===== src/rtl/core/bcb_pkg.sv =====
`default_nettype none
package bcb_pkg;

  // image and table geometry
  localparam int IMAGE_WIDTH  = 800;
  localparam int IMAGE_HEIGHT = 450;
  localparam int MAX_LIGHTS   = 8;

  // field widths
  localparam int X_W       = 10;
  localparam int Y_W       = 9;
  localparam int LC_W      = 4;
  localparam int FOV_W     = 16;
  localparam int ANG_W     = 16;
  localparam int TOTAL_W   = 8;
  localparam int CFG_IDX_W = 2;
  localparam int CFG_W     = 16;

  // kept table indexing and counts
  localparam int IDX_W = $clog2(MAX_LIGHTS);
  localparam int CNT_W = $clog2(MAX_LIGHTS + 1);
  localparam int SX_W  = X_W + $clog2(MAX_LIGHTS);
  localparam int SY_W  = Y_W + $clog2(MAX_LIGHTS);

  // bearing arithmetic: offset magnitude times fov, divided by twice the half size
  localparam int MAG_W     = 11;
  localparam int NUM_W     = MAG_W + FOV_W;
  localparam int HALF_X    = IMAGE_WIDTH / 2;
  localparam int HALF_Y    = IMAGE_HEIGHT / 2;
  localparam int DEN_X     = 2 * HALF_X;
  localparam int DEN_Y     = 2 * HALF_Y;
  localparam int DEN_MAX   = (DEN_X > DEN_Y) ? DEN_X : DEN_Y;
  localparam int DEN_W     = $clog2(DEN_MAX + 1);
  localparam int DIV_CNT_W = $clog2(NUM_W);
  localparam int ANGLE_MAX = 32767;

  // constant divide as a reciprocal multiply, exact for any NUM_W-bit numerator
  localparam int     RECIP_SH = NUM_W + $clog2(DEN_MAX);
  localparam int     RECIP_W  = 29;
  localparam int     PROD_W   = NUM_W + RECIP_W;
  localparam int     QB_W     = PROD_W - RECIP_SH;
  localparam longint RECIP_X  =
    ((longint'(1) << RECIP_SH) + longint'(DEN_X) - longint'(1)) / longint'(DEN_X);
  localparam longint RECIP_Y  =
    ((longint'(1) << RECIP_SH) + longint'(DEN_Y) - longint'(1)) / longint'(DEN_Y);

  // register reset values
  localparam int LIGHT_COUNT_RST = 6;
  localparam int H_FOV_RST       = 34315;
  localparam int V_FOV_RST       = 20017;

  typedef enum logic [CFG_IDX_W-1:0] {
    REG_LIGHT_COUNT = 2'd0,
    REG_H_FOV       = 2'd1,
    REG_V_FOV       = 2'd2
  } cfg_reg_t;

  typedef struct packed {
    logic [X_W-1:0] spot_x;
    logic [Y_W-1:0] spot_y;
    logic           spot_valid;
    logic           frame_end;
  } spot_t;

  typedef struct packed {
    logic                    status;
    logic                    all_found;
    logic [X_W-1:0]          center_x;
    logic [Y_W-1:0]          center_y;
    logic signed [ANG_W-1:0] yaw_angle;
    logic signed [ANG_W-1:0] pitch_angle;
  } result_t;

  // controller to datapath
  typedef struct packed {
    logic ins;
    logic sum_init;
    logic sum_step;
    logic cgo;
    logic cap;
    logic bgo;
    logic load;
  } cmd_t;

  // datapath to controller
  typedef struct packed {
    logic empty;
    logic sum_last;
    logic div_done;
  } sts_t;

endpackage
`default_nettype wire


===== src/rtl/core/bcb_ctrl.sv =====
`default_nettype none
module bcb_ctrl (
  input  wire logic           clk,
  input  wire logic           rst_n,
  input  wire logic           in_valid,
  input  wire bcb_pkg::spot_t in_data,
  output logic                in_stall,
  output logic                out_valid,
  input  wire logic           out_stall,
  input  wire bcb_pkg::sts_t  sts,
  output bcb_pkg::cmd_t       cmd
);
  import bcb_pkg::*;

  typedef enum logic [2:0] {
    S_IDLE,
    S_SUM,
    S_CSTART,
    S_CWAIT,
    S_BSTART,
    S_BWAIT,
    S_LOAD
  } state_t;

  state_t state_r;
  state_t state_nxt;
  logic   out_valid_r;
  logic   out_valid_nxt;
  logic   acc;

  assign acc      = in_valid && state_r == S_IDLE;
  assign in_stall = state_r != S_IDLE;

  // commands to the datapath
  always_comb begin
    cmd          = '0;
    cmd.ins      = acc && in_data.spot_valid;
    cmd.sum_init = acc && in_data.frame_end;
    cmd.sum_step = state_r == S_SUM && !sts.empty;
    cmd.cgo      = state_r == S_CSTART;
    cmd.cap      = state_r == S_CWAIT && sts.div_done;
    cmd.bgo      = state_r == S_BSTART;
    cmd.load     = state_r == S_LOAD && (!out_valid_r || !out_stall);
  end

  // next state
  always_comb begin
    state_nxt = state_r;
    case (state_r)
      S_IDLE: begin
        if (acc && in_data.frame_end) state_nxt = S_SUM;
      end
      S_SUM: begin
        if (sts.empty) begin
          state_nxt = S_LOAD;
        end else if (sts.sum_last) begin
          state_nxt = S_CSTART;
        end
      end
      S_CSTART: state_nxt = S_CWAIT;
      S_CWAIT: begin
        if (sts.div_done) state_nxt = S_BSTART;
      end
      S_BSTART: state_nxt = S_BWAIT;
      // reciprocal multiply quotient is registered during this wait state
      S_BWAIT: state_nxt = S_LOAD;
      S_LOAD: begin
        if (cmd.load) state_nxt = S_IDLE;
      end
      default: state_nxt = S_IDLE;
    endcase
  end

  // result beat held until taken
  always_comb begin
    out_valid_nxt = out_valid_r && out_stall;
    if (cmd.load) out_valid_nxt = 1'b1;
  end

  always_ff @(posedge clk) begin
    if (!rst_n) begin
      state_r     <= S_IDLE;
      out_valid_r <= 1'b0;
    end else begin
      state_r     <= state_nxt;
      out_valid_r <= out_valid_nxt;
    end
  end

  assign out_valid = out_valid_r;

  // a pending result beat is never overwritten
  a_no_overwrite: assert property (@(posedge clk) disable iff (!rst_n)
    cmd.load |-> (!out_valid_r || !out_stall))
    else $error("result overwritten while stalled");

  // divider completion only in one of the two wait states
  a_done_in_wait: assert property (@(posedge clk) disable iff (!rst_n)
    sts.div_done |-> (state_r == S_CWAIT || state_r == S_BWAIT))
    else $error("divider done outside a wait state");

  // no frame-end work while input beats are taken
  a_idle_quiet: assert property (@(posedge clk) disable iff (!rst_n)
    !in_stall |-> (!cmd.cgo && !cmd.bgo && !cmd.load && !cmd.sum_step))
    else $error("frame-end command while accepting input");

  // a frame end with spots leads to a division start
  a_sum_to_div: assert property (@(posedge clk) disable iff (!rst_n)
    (state_r == S_SUM && !sts.empty && sts.sum_last) |=> state_r == S_CSTART)
    else $error("sum end did not start the divide");

endmodule
`default_nettype wire


===== config.mk =====
export PLATFORM = sky130hd
export DESIGN_NAME = bcb_ctrl
export DESIGN_NICKNAME = d
export VERILOG_FILES = /design/src/rtl/core/bcb_pkg.sv /design/src/rtl/core/bcb_ctrl.sv
export SDC_FILE = /design/constraint.sdc
export NUM_CORES = 1
export LEC_CHECK = 0
export BUFFER_PORTS_ARGS = -buffer_cell sky130_fd_sc_hd__buf_2
export CAP_MARGIN = 20
export CORE_AREA = 2 2 39 41
export CTS_BUF_LIST = sky130_fd_sc_hd__clkbuf_8 sky130_fd_sc_hd__clkbuf_16
export DETAILED_ROUTE_END_ITERATION = 8
export DIE_AREA = 0 0 41 43
export PLACE_DENSITY = 0.56
export SYNTH_ARGS = -nofsm -noshare
export SYNTH_HDL_FRONTEND = slang
export SYNTH_SLANG_ARGS = --single-unit

===== constraint.sdc =====
create_clock -name clk -period 1.08 [get_ports clk]
set_input_delay 0.054 -clock clk [delete_from_list [all_inputs] [get_ports clk]]
set_output_delay 0.054 -clock clk [all_outputs]
set_load 0.1 [all_outputs]

Word-level counts from Yosys, hierarchy flattened. Cells that the tools add are included.

Equal/unequal tests: 10. Mux-type cells: 7. Reductions and logical operators: 14.

Operators with widths (count): 3-bit case mux with 7 select lines (1); 3-bit 2-to-1 mux (5); 3-bit == test, second input constant (3); 1-bit logical AND (7); 3-bit by 2-bit == test with 1-bit output, second input constant (2); 2-bit inequality test, second input constant (3); 4-bit AND reduction (1); 3-bit by 1-bit == test with 1-bit output, second input constant (1); 1-bit logical NOT (3); 3-bit logical NOT (1); 3-bit inequality test, second input constant (1); 3-bit nonzero test (1); 1-bit logical OR (1); 1-bit 2-to-1 mux (1).

Register bits after elaboration: 4. Input bits: 28. Output and inout port bits: 9. Logic and storage cells: 33.

Longest topological paths before layout. Gate-level depths: netlist (run 1).

Depth in word-level cells: 5. Mapped depth: 4. Mapped depth without buffers: 3.

Worst setup path after synthesis (run 1). No wires, ideal clock.

Path type: register to output. From: reg state_r[0]. To: out cmd[4] in the netlist's numbering. Arrival time: 3.622 ns. Data required time: 1.026 ns. Path slack: -2.596 ns. Stages on the path, launching flop included: 3. Path buffers: 1. Path through: dfxtp_1 > buf_2 > nor4b_1.

RTL lines: start: declaration (line bcb_ctrl.sv:25) `state_t state_r;`; start signal: assignment (line bcb_ctrl.sv:85) `state_r <= state_nxt;`; end: declaration (line bcb_ctrl.sv:11) `output bcb_pkg::cmd_t cmd`.

==> metrics, run 1 <==
vias in the first global route=343; # rows=14; Peak supply drop=1.114 mV; most common cell after layout, fill and taps aside=buf_12; clk_skew=0.004931 ns; root buffer cell=clkbuf_8; Netlist Area Pre-Place=279.0 um^2; number of vias per cell=4.610; crit path launch=state_r[1]; Final ANT Viol Nets=0; hold depth=2; Max-slew headroom=75.27%; minimum clock period=1.306 ns; final design utilization=51.18%; Final setup viols=10; die height=43 um; CP top delay family=simple AND/OR/NAND/NOR gates; Achievable Freq=765.7 MHz; initial antenna violation count=0; All-Layer GR Usage=10.64%; cells along the critical path=or3_4, nor2_4, buf_12; 1st-pass router iterations=4; total clock sinks=4; R2R depth=4; clk slew on worst S/H paths=0.03 ns; die area=1763 um^2; Final Worst Setup Slack=-0.2259 ns; cell count along the critical path=3; Slowest cell on crit path=or3_4; post-synthesis sequential area ratio=28.70%; diode count=0; HP Class=input port to flop; warnings from Yosys=0; dpl hpwl=648.2 um; Final Total Pwr=0.001487 W; RSZ-0062 raised after global routing=true; P_leak=0.2776 nW; final hold vios=0; Clock Power Share=21.1%; wire per inst=10.45 um; drc violations=0; Critical path buffers and inverters=1; switch share=46.50%; critical path fanouts, max=4; first-pass GRT wire length=1262 um; Post-layout nets=90; Worst-Skew Late Latency=0.21 ns; Comb pwr share=64.5%; GRT overflow=0; TritonCTS buffer count=3; status=complete, but fails checks; Reg-to-Reg Start=state_r[0]; vias=355; pwr/cell area=2100 nW/um^2; dpl ws=-0.02497 ns; # IOs=37; Critical Path End Type=output port; Port Buffers=17; CTS tree=yes; max cap viols=0; final wirelength=805 um; Yosys reg bits=4; 1st-iter DRT viols=7; commonest non-fill, non-tap cells in the layout=buf_12 (9), buf_2 (8), buf_4 (6); pin count of the biggest net entering global routing=9; worst slew pin tran=0.3616 ns; violated checks=setup timing; Slew Viols, Final=0; Mean Syn Cell Area=7.750 um^2; CP Launch Type=flop; Sequential Power Share=14.4%; CP Data Required Time=1.03 ns; H-tree Lvls=1; CP arrival=1.25 ns; Distinct cells, synth=18; Syn Nets=64; hold_buf cts=0; final worst-path cycle share=120.9%; Syn Inst Count=36; internal power=0.0007956 W; slowest stage delay, CP=0.42 ns; Hold Crit Start=rst_n; global placer's final weighted congestion=0.7791; chip width=41 um; area grow syn2layout=153.8%; layout cell share with drive strength beyond 1=70.49%; Worst Setup Path Type=flop to output port; CTS Buffer Depth=2; core area=1384 um^2; Initial Utilization=20.16%; P_sw=0.0006915 W
power by group through the flow:
stage                     clock network, W  logic, W  registers, W
final                             0.000314  0.000959      0.000214
after global routing              0.000336   0.00100      0.000217
after CTS                         0.000324  0.000947      0.000214
after detailed placement                 0  0.000895      0.000218
after global placement                   0  0.000887      0.000218
after floorplan                          0  0.000652      0.000211
stage by stage:
stage | TNS (ns) | hold slack, ns | area, um^2 | cells
2_1_floorplan | -3.067 | 0.1671 | 376.6 | 36
3_3_place_gp | -0.01761 | 0.3264 | 618.1 | 71
3_5_place_dp | -0.04196 | 0.3333 | 618.1 | 71
4_1_cts | -1.557 | 0.1056 | 691.9 | 77
5_1_grt | -1.893 | 0.1142 | 708.2 | 77
6_report | -1.411 | 0.1061 | 708.2 | 77
cell type report:
cell class	instances	area, um^2
multi-input combinational	29	276.5
sequential	4	90.09
clock inverter	1	3.754
fill	124	675.6
timing repair buffer	24	276.5
clock buffer	3	41.29
tap	16	20.02
Yosys cell counts, drive strengths merged:
cell type,instances,area [um^2]
dfxtp,4,80.08
nor3b,4,30.03
a21boi,1,7.510
o21ai,3,15.01
buf,3,21.27
or3,1,11.26
nand2,6,22.52
o31a,1,8.760
nand3b,1,7.510
nor4bb,1,10.01
a41o,1,10.01
nor3,1,5.000
a2111oi,1,8.760
a21oi,2,10.01
a211oi,1,7.510
nor4b,1,8.760
nor2,4,15.01
flip-flops by register name (all words and copies together), names as in the netlist:
| signal | cells |
|---|---|
| out_valid | 1 |
| state_r | 3 |
layer usage:
| layer | part of all wire (%) | global-route usage [%] | routed length [um] | vias to the layer above |
|---|---|---|---|---|
| met5 | 0 | 0 | 0 | - |
| met4 | 0 | 8.000 | 0 | 0 |
| met3 | 5.7 | 1.571 | 46 | 0 |
| met2 | 52 | 18.13 | 415 | 12 |
| met1 | 43 | 10.61 | 343 | 160 |
| li1 | - | - | - | 183 |
final timing paths:
kind,end,slack (ns)
max reg2reg,state_r[0],-0.04
min reg2reg,out_valid,0.58
max,cmd[5],-0.23
min,state_r[2],0.11
repair_timing:
| action | CTS | global route |
|---|---|---|
| setup endpoints to repair | 9 | 11 |
| pin swaps | 4 | 3 |
| gates cloned | 0 | 0 |
| setup buffers | 2 | 0 |
| gates resized for setup | 4 | 3 |
cells by family (layout without fill, tap and decap cells):
group                  count (synthesis)  after routing  share of synthesized area [%]
flip-flops                             4              4                          28.70
buffers and inverters                  3             28                          7.623
AND/OR/NAND/NOR                       19             19                          39.46
AO/OA/AOI/OAI                         10             10                          24.22
Note: power is estimated with default switching activity, not from simulation.
==> inputs of run 2 (changes only) <==
--- a/config.mk
+++ b/config.mk
@@ -11,7 +11,6 @@
 export CTS_BUF_LIST = sky130_fd_sc_hd__clkbuf_8 sky130_fd_sc_hd__clkbuf_16
 export DETAILED_ROUTE_END_ITERATION = 8
 export DIE_AREA = 0 0 41 43
-export PLACE_DENSITY = 0.56
 export SYNTH_ARGS = -nofsm -noshare
 export SYNTH_HDL_FRONTEND = slang
 export SYNTH_SLANG_ARGS = --single-unit
==> run 2 against run 1 <==
Non-clock buffer count unchanged. The run still ends with setup timing left. Largest cell class is now buffers. First-iteration DRC count shrank 100%. Critical endpoint unchanged. Hold slack got worse by 0.013 ns. Largest power group unchanged.
==> metrics, run 2 (synthesis results as in run 1) <==
H-tree Lvls=1; P_sw=0.0006975 W; wire per inst=10.86 um; commonest non-fill, non-tap cells in the layout=buf_2 (8), buf_12 (8), nand2_1 (5); switch share=47.10%; clk slew on worst S/H paths=0.03 ns; minimum clock period=1.316 ns; diode count=0; Worst Setup Path Type=flop to output port; pin count of the biggest net entering global routing=9; # IOs=37; Critical path buffers and inverters=1; CP Launch Type=flop; Slew Viols, Final=0; final hold vios=0; slowest stage delay, CP=0.42 ns; vias in the first global route=342; RSZ-0062 raised after global routing=true; Final ANT Viol Nets=0; multi-input logic area=264.0 um^2; CP Data Required Time=1.03 ns; FF+latch area=90.09 um^2; final worst-path cycle share=121.9%; core area=1384 um^2; Achievable Freq=759.8 MHz; Most flops, register=state_r; violated checks=setup timing; Critical Path End Type=output port; fillers=127; Peak supply drop=0.7473 mV; 1st-iter DRT viols=0; max reg flops=3; # rows=14; final design utilization=50.18%; WHS=0.09351 ns; Port Buffers=17; TritonCTS buffer count=3; CP top delay family=simple AND/OR/NAND/NOR gates; Sequential Power Share=14.5%; 1st-pass router iterations=1; vias=354; final std cells w/o fill=77; dpl hpwl=666.3 um; global placer's final weighted congestion=0.7671; area grow syn2layout=148.9%; drc violations=0; CP arrival=1.26 ns; Placed Cells incl. Taps=72; pwr/cell area=2133 nW/um^2; total clock sinks=4; Clock Power Share=22.0%; All-Layer GR Usage=12.15%; die area=1763 um^2; clk_skew=0.003690 ns; Worst-Skew Late Latency=0.22 ns; HP Class=input port to flop; initial antenna violation count=0; Final setup viols=9; Comb pwr share=63.5%; max cap viols=0; CTS Buffer Depth=2; chip width=41 um; GRT overflow=0; internal power=0.0007834 W; P_leak=0.2762 nW; layout cell share with drive strength beyond 1=68.85%; critical path fanouts, max=4; die height=43 um; Final Worst Setup Slack=-0.2361 ns; hold_buf cts=0; root buffer cell=clkbuf_8; Initial Utilization=20.16%; status=complete, but fails checks; cells along the critical path=or3_4, nor2_4, buf_12; Post-layout nets=90; Slowest cell on crit path=or3_4; first-pass GRT wire length=1366 um; number of vias per cell=4.597; final wirelength=836 um; worst slew pin tran=0.4331 ns; Max-slew headroom=70.38%; CTS tree=yes
-- run 2: final timing paths --
check | start | endpoint | slack (ns) | cells after the start
worst max-delay path | state_r[1] | cmd[5] | -0.24 | 3
worst min-delay path | rst_n | state_r[2] | 0.09 | 2
worst max register to register | state_r[0] | state_r[2] | 0 | 5
worst min register to register | state_r[0] | state_r[0] | 0.47 | 1
-- run 2: per-stage QoR --
stage	worst slack, ns	cell area [um^2]	TNS (ns)	total power (W)
3_3_place_gp	-0.01668	613.1	-0.01668	0.001088
2_1_floorplan	-0.5323	376.6	-3.067	0.0008630
3_5_place_dp	-0.02495	613.1	-0.03618	0.001099
6_report	-0.2361	694.4	-1.426	0.001481
4_1_cts	-0.2412	690.7	-1.547	0.001487
5_1_grt	-0.2630	694.4	-1.808	0.001550
-- run 2: per-layer routing --
layer / GRT usage (%) / vias up / wire length [um]
met4: 12.00 / 0 / 28
met2: 18.13 / 16 / 424
li1: - / 183 / -
met5: 0 / - / 0
met1: 12.54 / 152 / 323
met3: 3.141 / 3 / 60
-- run 2: final cells by class --
| type | count | area share [%] |
|---|---|---|
| Sequential cell | 4 | 12.97 |
| Clock buffer | 3 | 5.946 |
| Multi-Input combinational cell | 29 | 38.02 |
| Timing Repair Buffer | 24 | 39.64 |
| Clock inverter | 1 | 0.5405 |
| Tap cell | 16 | 2.883 |
-- run 2: power groups by stage --
stage / Sequential (W) / Combinational, W / Clock [W]
after detailed placement: 0.000210 / 0.000889 / 0
after global placement: 0.000208 / 0.000880 / 0
after global routing: 0.000219 / 0.000989 / 0.000342
after floorplan: 0.000211 / 0.000652 / 0
after CTS: 0.000215 / 0.000936 / 0.000335
final: 0.000215 / 0.000941 / 0.000325
-- run 2: worst reg2reg max path: stages, from the launching register on --
cell and delay, ns:
dfxtp_4 0.35, buf_6 0.12, buf_6 0.11, a21oi_2 0.12
nor2_1 0.05, o31a_1 0.22
-- run 2: timing repair --
item / in CTS / in global routing
buffers inserted: 1 / 0
gates resized for setup: 7 / 1
pin swaps: 2 / 4
gates cloned: 0 / 0
endpoints found under the hold margin: 0 / 0
setup endpoints to repair: 8 / 11
